--- src/design/dqc_ram.sv ---
// Generic single-port-write, registered-read RAM.
`timescale 1ns / 1ps

module dqc_ram #(
	parameter int WIDTH = 8,
	parameter int DEPTH = 256
) (
	input  logic                                  clk,
	input  logic                                  we,
	input  logic [(DEPTH > 1 ? $clog2(DEPTH) : 1)-1:0] waddr,
	input  logic [WIDTH-1:0]                      wdata,
	input  logic                                  re,
	input  logic [(DEPTH > 1 ? $clog2(DEPTH) : 1)-1:0] raddr,
	output logic [WIDTH-1:0]                      rdata
);

	logic [WIDTH-1:0] mem [DEPTH];

	always_ff @(posedge clk) begin
		if (we) begin
			mem[waddr] <= wdata;
		end
		if (re) begin
			rdata <= mem[raddr];
		end
	end

endmodule

--- config.mk ---
export PLATFORM = sky130hd
export DESIGN_NAME = dqc_ram
export DESIGN_NICKNAME = d
export VERILOG_FILES = /design/src/design/dqc_ram.sv
export SDC_FILE = /design/constraint.sdc
export NUM_CORES = 2
export LEC_CHECK = 0
export BUFFER_PORTS_ARGS = -buffer_cell sky130_fd_sc_hd__buf_2
export CAP_MARGIN = 20
export CORE_UTILIZATION = 50
export CTS_CLUSTER_SIZE = 28
export DETAILED_ROUTE_END_ITERATION = 6
export GPL_TIMING_DRIVEN = 0
export PLACE_DENSITY = 0.65
export SYNTH_ARGS = -nofsm -noshare
export SYNTH_HDL_FRONTEND = slang
export SYNTH_SLANG_ARGS = --single-unit
--- constraint.sdc ---
create_clock -name clk -period 2.6 [get_ports clk]
set_input_delay 0.26 -clock clk [delete_from_list [all_inputs] [get_ports clk]]
set_output_delay 0.26 -clock clk [all_outputs]
set_load 0.005 [all_outputs]
==> metrics.txt <==
Worst R2R Setup Slack -0.13 ns; vias in the first global route 40440; Initial Util 50.34%; Worst path slowest cell nor2_1; PD cells 760.8 nW/um^2; Worst Setup End Kind flop; Inserted Clock Buffers 199; slew of the pin with the lowest slew margin 1.283 ns; num rows 146; post-synthesis xor/xnor area fraction 0%; synthesis-to-finish area growth 13.80%; Max Cap Viol 0; Yosys Warn Count 0; asr flop ratio synth 0%; critical path class in2reg; DR pass1 iterations 6; WL/cell 38.16 microns; final HPWL from detailed placement 159.4 mm; Via density 6.705; FF-to-FF path depth 6; Post-synth EDFFs 2056; Final setup viols 556; reg2reg start mem[27][5]$_DFFE_PP_; hold slack final 0.3381 ns; compound-cell area share of the yosys netlist 3.416%; Core Area 158200 sq um; Final GP Congestion 0.9799; DP Area 83060 sq um; clock tree from TritonCTS built; first-pass GRT wire length 325.2 mm; Crit path top cell by count nor2_1; Skew-Pair Late Insertion Delay 0.84 ns; largest family of logic cells by synthesized area multiplexers; num ports 35; Pins Over Slew Limit 0; M2 GR Usage 43.24%; vias 41850; Final TNS setup -41.33 ns; fmax 0.3541 GHz; share of layout cells above drive strength 1 28.02%; Pleak 27.85 nW; Final Hold Fails 0; clock sink count 2056; clk slew on worst S/H paths 0.06 ns; H-tree Lvls 4; period utilization 108.6%; fin nets 4031; Design Area, Final 90620 sq um; GRT overflow 0; CP max stage delay 0.89 ns; Die Y 401.1 microns; Worst slew margin 14.49%; post-synthesis mux area share 14.60%; PnR worst setup slack -0.2241 ns; hold depth 3; HP Class in2reg; GRT met1 Usage 41.28%; failing checks setup timing; die area 160900 sq um; Synth Flop Type edfxtp_1; CP required 3.07 ns; Post-Route Utilization 57.29%; synthesized area per cell 21.33 sq um; startpoint types input pin; Worst Min Path Start waddr[4]; simple-gate area share of the yosys netlist 2.625%; die width 401.1 microns; post-synthesis net count 3760; clock skew 0.02676 ns; Distinct cells, synth 54; Cell Chain, Critical Path clkbuf_1 > nor2_1 > nand3_1 > clkbuf_2 > nor2_1; Mapped Cells 3733; Initial DRC Count 7206; Adder-Cell Fraction of Synth Area 0%; CTS root buf clkbuf_16; peak supply drop 0.0005572 V; RSZ-0062 raised after global routing true; GR met3 Demand/Resource 8.373%; Yosys reg bits 2056; synthesized area 79640 sq um; arrival time of the worst setup path 3.30 ns; hold path endpoint mem[116][6]$_DFFE_PP_; Routed Antenna Nets 0; initial antenna violation count 14; largest net degree at the start of global routing 172; GRT busiest layer met2; worst flop-to-flop path endpoint rdata[5]$_DFFE_PP_; outcome finished with violations; worst-path fanout max 10; clk buf depth 3; Total GRT Usage 29.69%; sequential share of the synthesized area 77.53%; Port Buffers 27; Residual DRC 0; Tmin final 2.824 ns; final WL 238.2 mm; overall power 68.95 mW
==> state kept, by name, indices dropped and copies added (netlist names) <==
register  flops
mem        2048
rdata         8
==> per-stage QoR <==
step	std cells	worst slack, ns
6_report	6242	-0.2241
3_5_place_dp	5865	-2.423
5_1_grt	6240	-0.07038
3_3_place_gp	5832	-2.650
2_1_floorplan	3733	0.2639
4_1_cts	6235	-0.1165
==> metal layers <==
layer,vias up,share of wire (%)
li1,16270,-
met1,22090,37
met2,2954,45
met3,522,13
met4,12,5.5
met5,-,0.037
==> logic make-up after synthesis <==
family	after synthesis
flops	2056
mux	591
simple gates	466
compound gates	385
buf+inv	235
==> Yosys cell counts, types with 13 or more instances <==
cell type / number / share of area, %
nor4_1: 24 / 0.19
mux2i_1: 134 / 1.7
buf_8: 13 / 0.25
nand3_1: 34 / 0.21
buf_2: 31 / 0.19
o22ai_1: 28 / 0.22
nor2b_1: 31 / 0.24
nand2_1: 33 / 0.16
a22oi_1: 133 / 1.3
buf_1: 22 / 0.10
nor2_1: 282 / 1.3
a21oi_1: 96 / 0.60
buf_4: 27 / 0.25
o221ai_1: 46 / 0.51
nor3_1: 22 / 0.14
a221oi_1: 13 / 0.14
clkbuf_1: 111 / 0.52
buf_6: 21 / 0.30
mux4_2: 454 / 13
a211oi_1: 16 / 0.15
edfxtp_1: 2056 / 78
==> timing repair <==
action,in CTS,in global routing
buffers inserted,0,2
hold buffers,9,0
setup endpoints to repair,910,751
pin swaps,9,11
hold endpoints to repair,485,0
gates resized for setup,278,95
==> area by class of cell <==
type / instances / area [sq um]
multi-input combinational: 1442 / 17450
clock buffer: 258 / 5286
clock inverter: 104 / 972.2
timing repair buffer: 71 / 903.4
fill: 11500 / 67570
sequential: 2056 / 61740
inverter: 2 / 7.507
antenna: 5 / 12.51
tap: 2072 / 2592
buffer: 232 / 1664
==> placed cells by master, fill, tap and decap left out, types with 12 or more instances in the layout <==
| master | instances |
|---|---|
| edfxtp_1 | 2056 |
| mux4_2 | 454 |
| clkbuf_16 | 203 |
| nor2_1 | 150 |
| mux2i_1 | 134 |
| a22oi_1 | 131 |
| nor2_2 | 105 |
| clkbuf_1 | 99 |
| a21oi_1 | 86 |
| buf_2 | 52 |
| clkbuf_2 | 50 |
| buf_4 | 45 |
| clkinv_1 | 45 |
| o221ai_1 | 45 |
| buf_8 | 34 |
| nand3_1 | 33 |
| nand2_1 | 32 |
| clkinv_2 | 32 |
| nor2b_1 | 30 |
| o22ai_1 | 28 |
| nor2_4 | 27 |
| buf_6 | 24 |
| clkbuf_4 | 16 |
| a211oi_1 | 14 |
| bufinv_16 | 14 |
| nor4_4 | 13 |
| buf_16 | 13 |
| nor3_1 | 12 |
==> worst max path at each step <==
stage                         startpoint              endpoint  slack (ns)  cells after the start
floorplan                       raddr[0]    rdata[2]$_DFFE_PP_        0.26                      9
global placement                raddr[1]    rdata[7]$_DFFE_PP_       -2.65                      9
detailed placement              raddr[2]    rdata[5]$_DFFE_PP_       -2.42                      9
CTS                 mem[27][5]$_DFFE_PP_    rdata[5]$_DFFE_PP_       -0.12                      6
global route                    raddr[1]    rdata[1]$_DFFE_PP_       -0.07                     11
finish                          waddr[3]  mem[96][3]$_DFFE_PP_       -0.22                      5
==> where the power goes <==
| group | switching, mW | internal [mW] |
|---|---|---|
| combinational | 2.83 | 1.30 |
| sequential | 0.0289 | 36.6 |
| clock | 12.5 | 15.7 |
==> critical path: cells and delay by family <==
family	cells	cell delay, ns
buffers and inverters	2	0.96
AND/OR/NAND/NOR	3	2.07
No activity file was read; power rests on OpenSTA's default activity.
