$ cat src/design/dqc_pkg.sv
// Shared types and constants for the int8 dequantizer with corrections.
`timescale 1ns / 1ps

package dqc_pkg;

	localparam int MAX_CHANNELS_DEF = 256;

	localparam logic CMD_LOAD    = 1'b0;
	localparam logic CMD_DEQUANT = 1'b1;

	typedef enum logic [1:0] {
		REG_PER_CHANNEL   = 2'd0,
		REG_CHANNEL_COUNT = 2'd1,
		REG_INNER_STRIDE  = 2'd2,
		REG_HALF_OUTPUT   = 2'd3
	} dqc_reg_t;

	typedef enum logic [1:0] {
		OP_CVT = 2'd0,
		OP_MUL = 2'd1,
		OP_ADD = 2'd2
	} dqc_op_t;

	typedef struct packed {
		logic              cmd;
		logic signed [7:0] sample;
		logic              first;
		logic [7:0]        entry;
		logic [31:0]       scale_bits;
		logic signed [7:0] zero_point;
		logic [31:0]       mean_bits;
		logic [31:0]       var_bits;
	} dqc_in_t;

	typedef struct packed {
		logic [31:0] result_bits;
		logic [7:0]  channel_used;
	} dqc_out_t;

	typedef struct packed {
		logic [31:0] scale_bits;
		logic [7:0]  zero_point;
		logic [31:0] mean_bits;
		logic [31:0] var_bits;
	} dqc_entry_t;

	typedef struct packed {
		logic pre;
		logic norm;
		logic rnd;
	} dqc_fpu_ctl_t;

endpackage

$ cat src/design/dqc_fpu.sv
// Shared float32 unit: int-to-float, multiply and add in three registered steps.
`timescale 1ns / 1ps

module dqc_fpu (
	input  logic                 clk,
	input  dqc_pkg::dqc_fpu_ctl_t ctl,
	input  dqc_pkg::dqc_op_t     op,
	input  logic [31:0]          b_bits,
	input  logic signed [8:0]    diff,
	output logic [31:0]          res
);

	localparam logic [31:0] DEFAULT_NAN = 32'hFFC0_0000;
	localparam logic [31:0] QUIET_BIT   = 32'h0040_0000;

	logic [31:0] a_bits;
	logic a_nan, b_nan, a_inf, b_inf, a_zero, b_zero;
	logic [23:0] ma, mb;
	logic [7:0] ea, eb;

	logic pre_spec, pre_sign, pre_zsign;
	logic [31:0] pre_bits;
	logic [47:0] pre_v;
	logic signed [10:0] pre_x;

	logic swap;
	logic [31:0] big, sml;
	logic [7:0] eg, es, d;
	logic [23:0] mg, ms;
	logic [26:0] sm_ext, sm, lost;
	logic [27:0] sum;
	logic [8:0] mag;

	logic spec_s1, sign_s1, zsign_s1;
	logic [31:0] bits_s1;
	logic [47:0] v_s1;
	logic signed [10:0] x_s1;

	logic [5:0] lz;

	logic spec_s2, sign_s2, zsign_s2, vzero_s2;
	logic [31:0] bits_s2;
	logic [47:0] n_s2;
	logic signed [10:0] e_s2;

	logic [7:0] sh, e_eff;
	logic [47:0] shifted, lost_n;
	logic sticky, g, r;
	logic [22:0] frac;
	logic [30:0] packed_v;
	logic [31:0] rnd_res;
	logic [31:0] res_q;

	assign a_bits = res_q;
	assign res = res_q;

	always_comb begin
		a_nan  = (a_bits[30:23] == 8'hFF) && (a_bits[22:0] != 23'd0);
		b_nan  = (b_bits[30:23] == 8'hFF) && (b_bits[22:0] != 23'd0);
		a_inf  = (a_bits[30:23] == 8'hFF) && (a_bits[22:0] == 23'd0);
		b_inf  = (b_bits[30:23] == 8'hFF) && (b_bits[22:0] == 23'd0);
		a_zero = (a_bits[30:0] == 31'd0);
		b_zero = (b_bits[30:0] == 31'd0);
		ma = {a_bits[30:23] != 8'd0, a_bits[22:0]};
		mb = {b_bits[30:23] != 8'd0, b_bits[22:0]};
		ea = (a_bits[30:23] == 8'd0) ? 8'd1 : a_bits[30:23];
		eb = (b_bits[30:23] == 8'd0) ? 8'd1 : b_bits[30:23];

		swap = a_bits[30:0] < b_bits[30:0];
		big  = swap ? b_bits : a_bits;
		sml  = swap ? a_bits : b_bits;
		eg   = swap ? eb : ea;
		es   = swap ? ea : eb;
		mg   = swap ? mb : ma;
		ms   = swap ? ma : mb;
		d    = eg - es;
		sm_ext = {ms, 3'b000};
		if (d >= 8'd27) begin
			sm   = 27'd0;
			lost = sm_ext;
		end else begin
			sm   = sm_ext >> d;
			lost = sm_ext & ((27'd1 << d) - 27'd1);
		end
		sm = sm | {26'd0, |lost};
		if (big[31] == sml[31]) begin
			sum = {1'b0, mg, 3'b000} + {1'b0, sm};
		end else begin
			sum = {1'b0, mg, 3'b000} - {1'b0, sm};
		end
		mag = diff[8] ? 9'(-diff) : 9'(diff);

		pre_spec  = 1'b0;
		pre_bits  = 32'd0;
		pre_sign  = 1'b0;
		pre_zsign = 1'b0;
		pre_v     = 48'd0;
		pre_x     = 11'sd0;
		unique case (op)
			dqc_pkg::OP_CVT: begin
				pre_sign = diff[8];
				pre_v    = {mag, 39'd0};
				pre_x    = 11'sd135;
			end
			dqc_pkg::OP_MUL: begin
				pre_sign  = a_bits[31] ^ b_bits[31];
				pre_zsign = pre_sign;
				pre_v     = ma * mb;
				pre_x     = $signed({3'b000, ea}) + $signed({3'b000, eb}) - 11'sd126;
				if (a_nan) begin
					pre_spec = 1'b1;
					pre_bits = a_bits | QUIET_BIT;
				end else if (b_nan) begin
					pre_spec = 1'b1;
					pre_bits = b_bits | QUIET_BIT;
				end else if ((a_inf && b_zero) || (a_zero && b_inf)) begin
					pre_spec = 1'b1;
					pre_bits = DEFAULT_NAN;
				end else if (a_inf || b_inf) begin
					pre_spec = 1'b1;
					pre_bits = {pre_sign, 8'hFF, 23'd0};
				end
			end
			dqc_pkg::OP_ADD: begin
				pre_sign  = big[31];
				pre_zsign = a_bits[31] & b_bits[31];
				pre_v     = {sum, 20'd0};
				pre_x     = $signed({3'b000, eg}) + 11'sd1;
				if (a_nan) begin
					pre_spec = 1'b1;
					pre_bits = a_bits | QUIET_BIT;
				end else if (b_nan) begin
					pre_spec = 1'b1;
					pre_bits = b_bits | QUIET_BIT;
				end else if (a_inf && b_inf && (a_bits[31] != b_bits[31])) begin
					pre_spec = 1'b1;
					pre_bits = DEFAULT_NAN;
				end else if (a_inf) begin
					pre_spec = 1'b1;
					pre_bits = a_bits;
				end else if (b_inf) begin
					pre_spec = 1'b1;
					pre_bits = b_bits;
				end
			end
			default: begin
				pre_spec = 1'b1;
				pre_bits = DEFAULT_NAN;
			end
		endcase
	end

	always_ff @(posedge clk) begin
		if (ctl.pre) begin
			spec_s1  <= pre_spec;
			bits_s1  <= pre_bits;
			sign_s1  <= pre_sign;
			zsign_s1 <= pre_zsign;
			v_s1     <= pre_v;
			x_s1     <= pre_x;
		end
	end

	always_comb begin
		lz = 6'd48;
		for (int i = 0; i < 48; i++) begin
			if (v_s1[i]) begin
				lz = 6'(47 - i);
			end
		end
	end

	always_ff @(posedge clk) begin
		if (ctl.norm) begin
			spec_s2  <= spec_s1;
			bits_s2  <= bits_s1;
			sign_s2  <= sign_s1;
			zsign_s2 <= zsign_s1;
			vzero_s2 <= (v_s1 == 48'd0);
			n_s2     <= v_s1 << lz;
			e_s2     <= x_s1 - $signed({5'd0, lz});
		end
	end

	always_comb begin
		if (e_s2 <= 11'sd0) begin
			sh    = 8'(11'sd1 - e_s2);
			e_eff = 8'd0;
		end else begin
			sh    = 8'd0;
			e_eff = e_s2[7:0];
		end
		if (sh >= 8'd48) begin
			shifted = 48'd0;
			lost_n  = n_s2;
		end else begin
			shifted = n_s2 >> sh;
			lost_n  = n_s2 & ((48'd1 << sh) - 48'd1);
		end
		sticky   = |lost_n;
		frac     = shifted[46:24];
		g        = shifted[23];
		r        = (|shifted[22:0]) | sticky;
		packed_v = {e_eff, frac} + {30'd0, g & (r | frac[0])};
		if (spec_s2) begin
			rnd_res = bits_s2;
		end else if (vzero_s2) begin
			rnd_res = {zsign_s2, 31'd0};
		end else if (e_s2 >= 11'sd255) begin
			rnd_res = {sign_s2, 8'hFF, 23'd0};
		end else begin
			rnd_res = {sign_s2, packed_v};
		end
	end

	always_ff @(posedge clk) begin
		if (ctl.rnd) begin
			res_q <= rnd_res;
		end
	end

endmodule

$ cat config.mk
export PLATFORM = sky130hd
export DESIGN_NAME = dqc_fpu
export DESIGN_NICKNAME = d
export VERILOG_FILES = /design/src/design/dqc_pkg.sv /design/src/design/dqc_fpu.sv
export SDC_FILE = /design/constraint.sdc
export NUM_CORES = 2
export LEC_CHECK = 0
export BUFFER_PORTS_ARGS = -buffer_cell sky130_fd_sc_hd__buf_2
export CAP_MARGIN = 15
export CORE_ASPECT_RATIO = 0.8
export CORE_MARGIN = 4
export CORE_UTILIZATION = 55
export CTS_CLUSTER_SIZE = 28
export DETAILED_ROUTE_END_ITERATION = 10
export GPL_TIMING_DRIVEN = 0
export HOLD_SLACK_MARGIN = 0.15
export PLACE_DENSITY = 0.71
export SYNTH_ARGS = -nofsm -noshare
export SYNTH_HDL_FRONTEND = slang
export SYNTH_SLANG_ARGS = --single-unit
$ cat constraint.sdc
create_clock -name clk -period 30.3 [get_ports clk]
set_input_delay 4.545 -clock clk [delete_from_list [all_inputs] [get_ports clk]]
set_output_delay 4.545 -clock clk [all_outputs]
set_load 0.05 [all_outputs]
==> flow_metrics.py <==
metrics = {
    "drt": {
        "avgViaCountPerCell": 6.60,
        "first_iter_violations": 6501,
        "final_antenna_net_count": 0,
        "firstDrtPassIters": 7,
        "vias": 40400,
        "wirelength_mm": 174,
        "drcViolationCount": 0,
        "wire_per_inst_um": 28.4,
    },
    "synthesis": {
        "netlist_top_cells_area": "fa_1, edfxtp_1, ha_1",
        "yosysTopAreaCellShare_pct": 23.0,
        "syn-num-nets": 5832,
        "yosysTopAreaCell": "fa_1",
        "ys_async_sr_fraction_pct": 0,
        "ys_ff_latch": 220,
        "synth_edf_count": 220,
        "avgSynthCellArea_um2": 8.48,
        "yosysWarnings": 0,
        "synth-main-ff-cell": "edfxtp_1",
        "netlist-cell-type-count": 92,
        "synthesis.area_um2": 42300,
        "synth-seq-area-share_pct": 15.6,
        "synthCells": 4985,
    },
    "die": {
        "fp.dieArea_um2": 81400,
        "initial_core_util_pct": 55.8,
        "die_w_um": 318,
        "rows": 90,
        "die_y_um": 256,
        "core-area_um2": 75800,
        "io_pins": 79,
    },
    "critical_path": {
        "critical_path_class": "in2reg",
        "reg2reg_slack_ps": 14650,
        "r2r_end": "v_s1[46]$_SDFFCE_PN0P_",
        "crit_slowest_cell": "buf_1",
        "critical_path.startpoint_type": "input pin",
        "critPathMostFrequentCell": "a21oi_1",
        "reg2reg_from": "res[16]$_DFFE_PP_",
        "arrival_ps": 20020,
        "max_stage_delay_ps": 890,
        "crit_fanout": 10,
        "crit_required_ps": 30560,
        "r2r_cells": 45,
        "crit_path_end_kind": "flip-flop",
    },
    "placement": {
        "place_congestion": 1.10,
        "io_buffer_count": 76,
        "hpwl_mm": 141,
        "placed_area_um2": 44000,
    },
    "layout": {
        "finalNetCount": 5937,
        "fin_area_um2": 44700,
        "drive_gt1_share_pct": 4.35,
        "syn2layout_area_growth_pct": 5.69,
    },
    "status": {
        "outcome": "completed",
    },
    "clocking": {
        "cts-root-buf": "clkbuf_16",
        "cts.reportedPaths.clkPinSlew_ps": 70,
        "cts_made_buffers": 20,
        "clkSinkCount": 220,
        "cts_tree": "built",
        "cts_resized": 0,
        "clk_latency_ps": 550,
        "htreeDepth": 1,
        "post_cts_buffers": 0,
        "cts_hold_buffers": 0,
        "cts_buffer_depth": 3,
    },
    "global_route": {
        "grt_max_degree": 72,
        "track_usage_pct": 41.9,
        "antenna_found_initial": 13,
        "grt_pass1_vias": 38700,
        "overflow": 0,
        "grt_pass1_wl_mm": 255,
    },
    "worst_hold_path": {
        "hold_class": "reg2reg",
        "hp-start": "bits_s1[30]$_SDFFCE_PN1P_",
        "holdPathStages": 0,
        "min_to": "bits_s2[30]$_DFFE_PP_",
    },
    "timing": {
        "finalMaxSlewViolations": 0,
        "totalNegativeSetupSlack_ps": 0,
        "fin_skew_ps": 31.4,
        "period_needed_ps": 19760,
        "timing.final.crit_share_pct": 65.2,
        "finalHoldViolations": 0,
        "clock.fmax_mhz": 50.6,
        "whs_ps": 416,
        "finalSetupViolCount": 0,
        "relSlewSlack_pct": 18.8,
        "worstMarginPinSlew_ps": 1200,
        "rsz0062_at_grt": "no",
    },
    "job": {
        "drv_cap": 0,
    },
}
## cell families (layout without fill, tap and decap cells)
kind of cell,Yosys count,count (layout),share of synthesized area (%)
AOI/OAI and AO/OA,1067,1067,16.8
xor gates and xnor gates,135,135,2.80
adders and majority gates,800,800,32.3
buffers and inverters,985,1103,8.82
DFF,220,220,15.6
muxes,181,181,4.62
other,0,8,0
and+or+nand+nor,1597,1597,19.0
## per-stage QoR
stage	instances	worst slack (ps)	util [%]
after floorplan	4985	16400	-
after global placement	6073	10660	57.9
after detailed placement	6078	10720	58.0
after CTS	6113	11240	58.9
after global routing	6115	10620	58.9
final	6123	10540	58.9
## placed cells by master (no fill, tap or decap), types with 53 or more instances in the layout
cell / instances
o21ai_0: 231
xor2_1: 53
nor3_1: 94
edfxtp_1: 220
and2_1: 458
mux2i_1: 139
clkbuf_1: 289
a21oi_1: 266
a22oi_1: 65
nor2_1: 315
buf_2: 95
inv_1: 652
fa_1: 486
ha_1: 314
nand3_1: 80
xnor2_1: 82
nand2_1: 406
## per-layer routing
metal	vias to the layer above	track usage [%]	share of wire, %	wire [um]
li1	17100	-	-	-
met1	19800	61.5	42	72400
met2	3022	56.4	38	66600
met3	459	15.2	15	26700
met4	4	14.8	4.7	8180
met5	-	0	0.016	27
## worst max-delay path: cells and delay by family
family | cells | cell delay, ps
AOI/OAI and AO/OA | 21 | 5920
buffers and inverters | 10 | 4400
and+or+nand+nor | 10 | 3170
adders and majority gates | 4 | 1460
muxes | 2 | 340
xor gates and xnor gates | 1 | 190
## flip-flops by register name, indices dropped and copies added, names as in the netlist
signal    cells
spec_s2       1
bits_s1      32
sign_s2       1
n_s2         48
sign_s1       1
zsign_s1      1
zsign_s2      1
v_s1         48
x_s1         10
vzero_s2      1
spec_s1       1
res          32
bits_s2      32
e_s2         11
## cell usage after synthesis (9+ instances only)
cell         n
a22oi_1     65
xor2_1      53
fa_1       486
nor3_1      94
nor2b_1     30
o221ai_1    20
o211ai_1    26
a221oi_1    28
nand4_1     24
buf_1       24
a21o_1      42
mux2_2      34
o21ai_0    231
nand2b_1    37
a21oi_1    266
inv_1      652
o22ai_1     33
a22o_1      29
nand2_1    406
nand3_1     80
a21boi_0    13
xnor2_1     82
and2_1     458
o31ai_1     28
and3_1      27
edfxtp_1   220
o21a_1      28
a2111oi_0   15
nor2_1     315
a221o_1     13
a211oi_1    44
mux2i_1    139
or4_1        9
a211o_1     11
clkbuf_1   286
or3_1       23
o41ai_1     10
o21bai_1    22
or2_2       20
buf_2       18
a31oi_1     31
nor4_1      46
ha_1       314
## area by class of cell
class | count | area (um2)
diodes | 8 | 20.0
plain buffers | 330 | 1270
clock buffers | 24 | 537
clock inverters | 11 | 113
fillers | 6972 | 31100
inverters | 655 | 2460
multi-input cells | 3780 | 31900
flip-flops and latches | 220 | 6610
well taps | 1012 | 1270
repair buffers | 83 | 470
## worst max path at each step
stage,slack [ps],end,start,cells after the start
2_1_floorplan,16400,v_s1[45]$_SDFFCE_PN0P_,b_bits[21],47
3_3_place_gp,10660,v_s1[46]$_SDFFCE_PN0P_,b_bits[21],47
3_5_place_dp,10720,v_s1[46]$_SDFFCE_PN0P_,b_bits[21],47
4_1_cts,11240,v_s1[46]$_SDFFCE_PN0P_,b_bits[21],47
5_1_grt,10620,v_s1[46]$_SDFFCE_PN0P_,b_bits[21],48
6_report,10540,v_s1[46]$_SDFFCE_PN0P_,b_bits[16],48
Power is left out: the tool's default activity adds up to more than one toggle a clock period on the data nets, which glitch-free logic cannot reach.
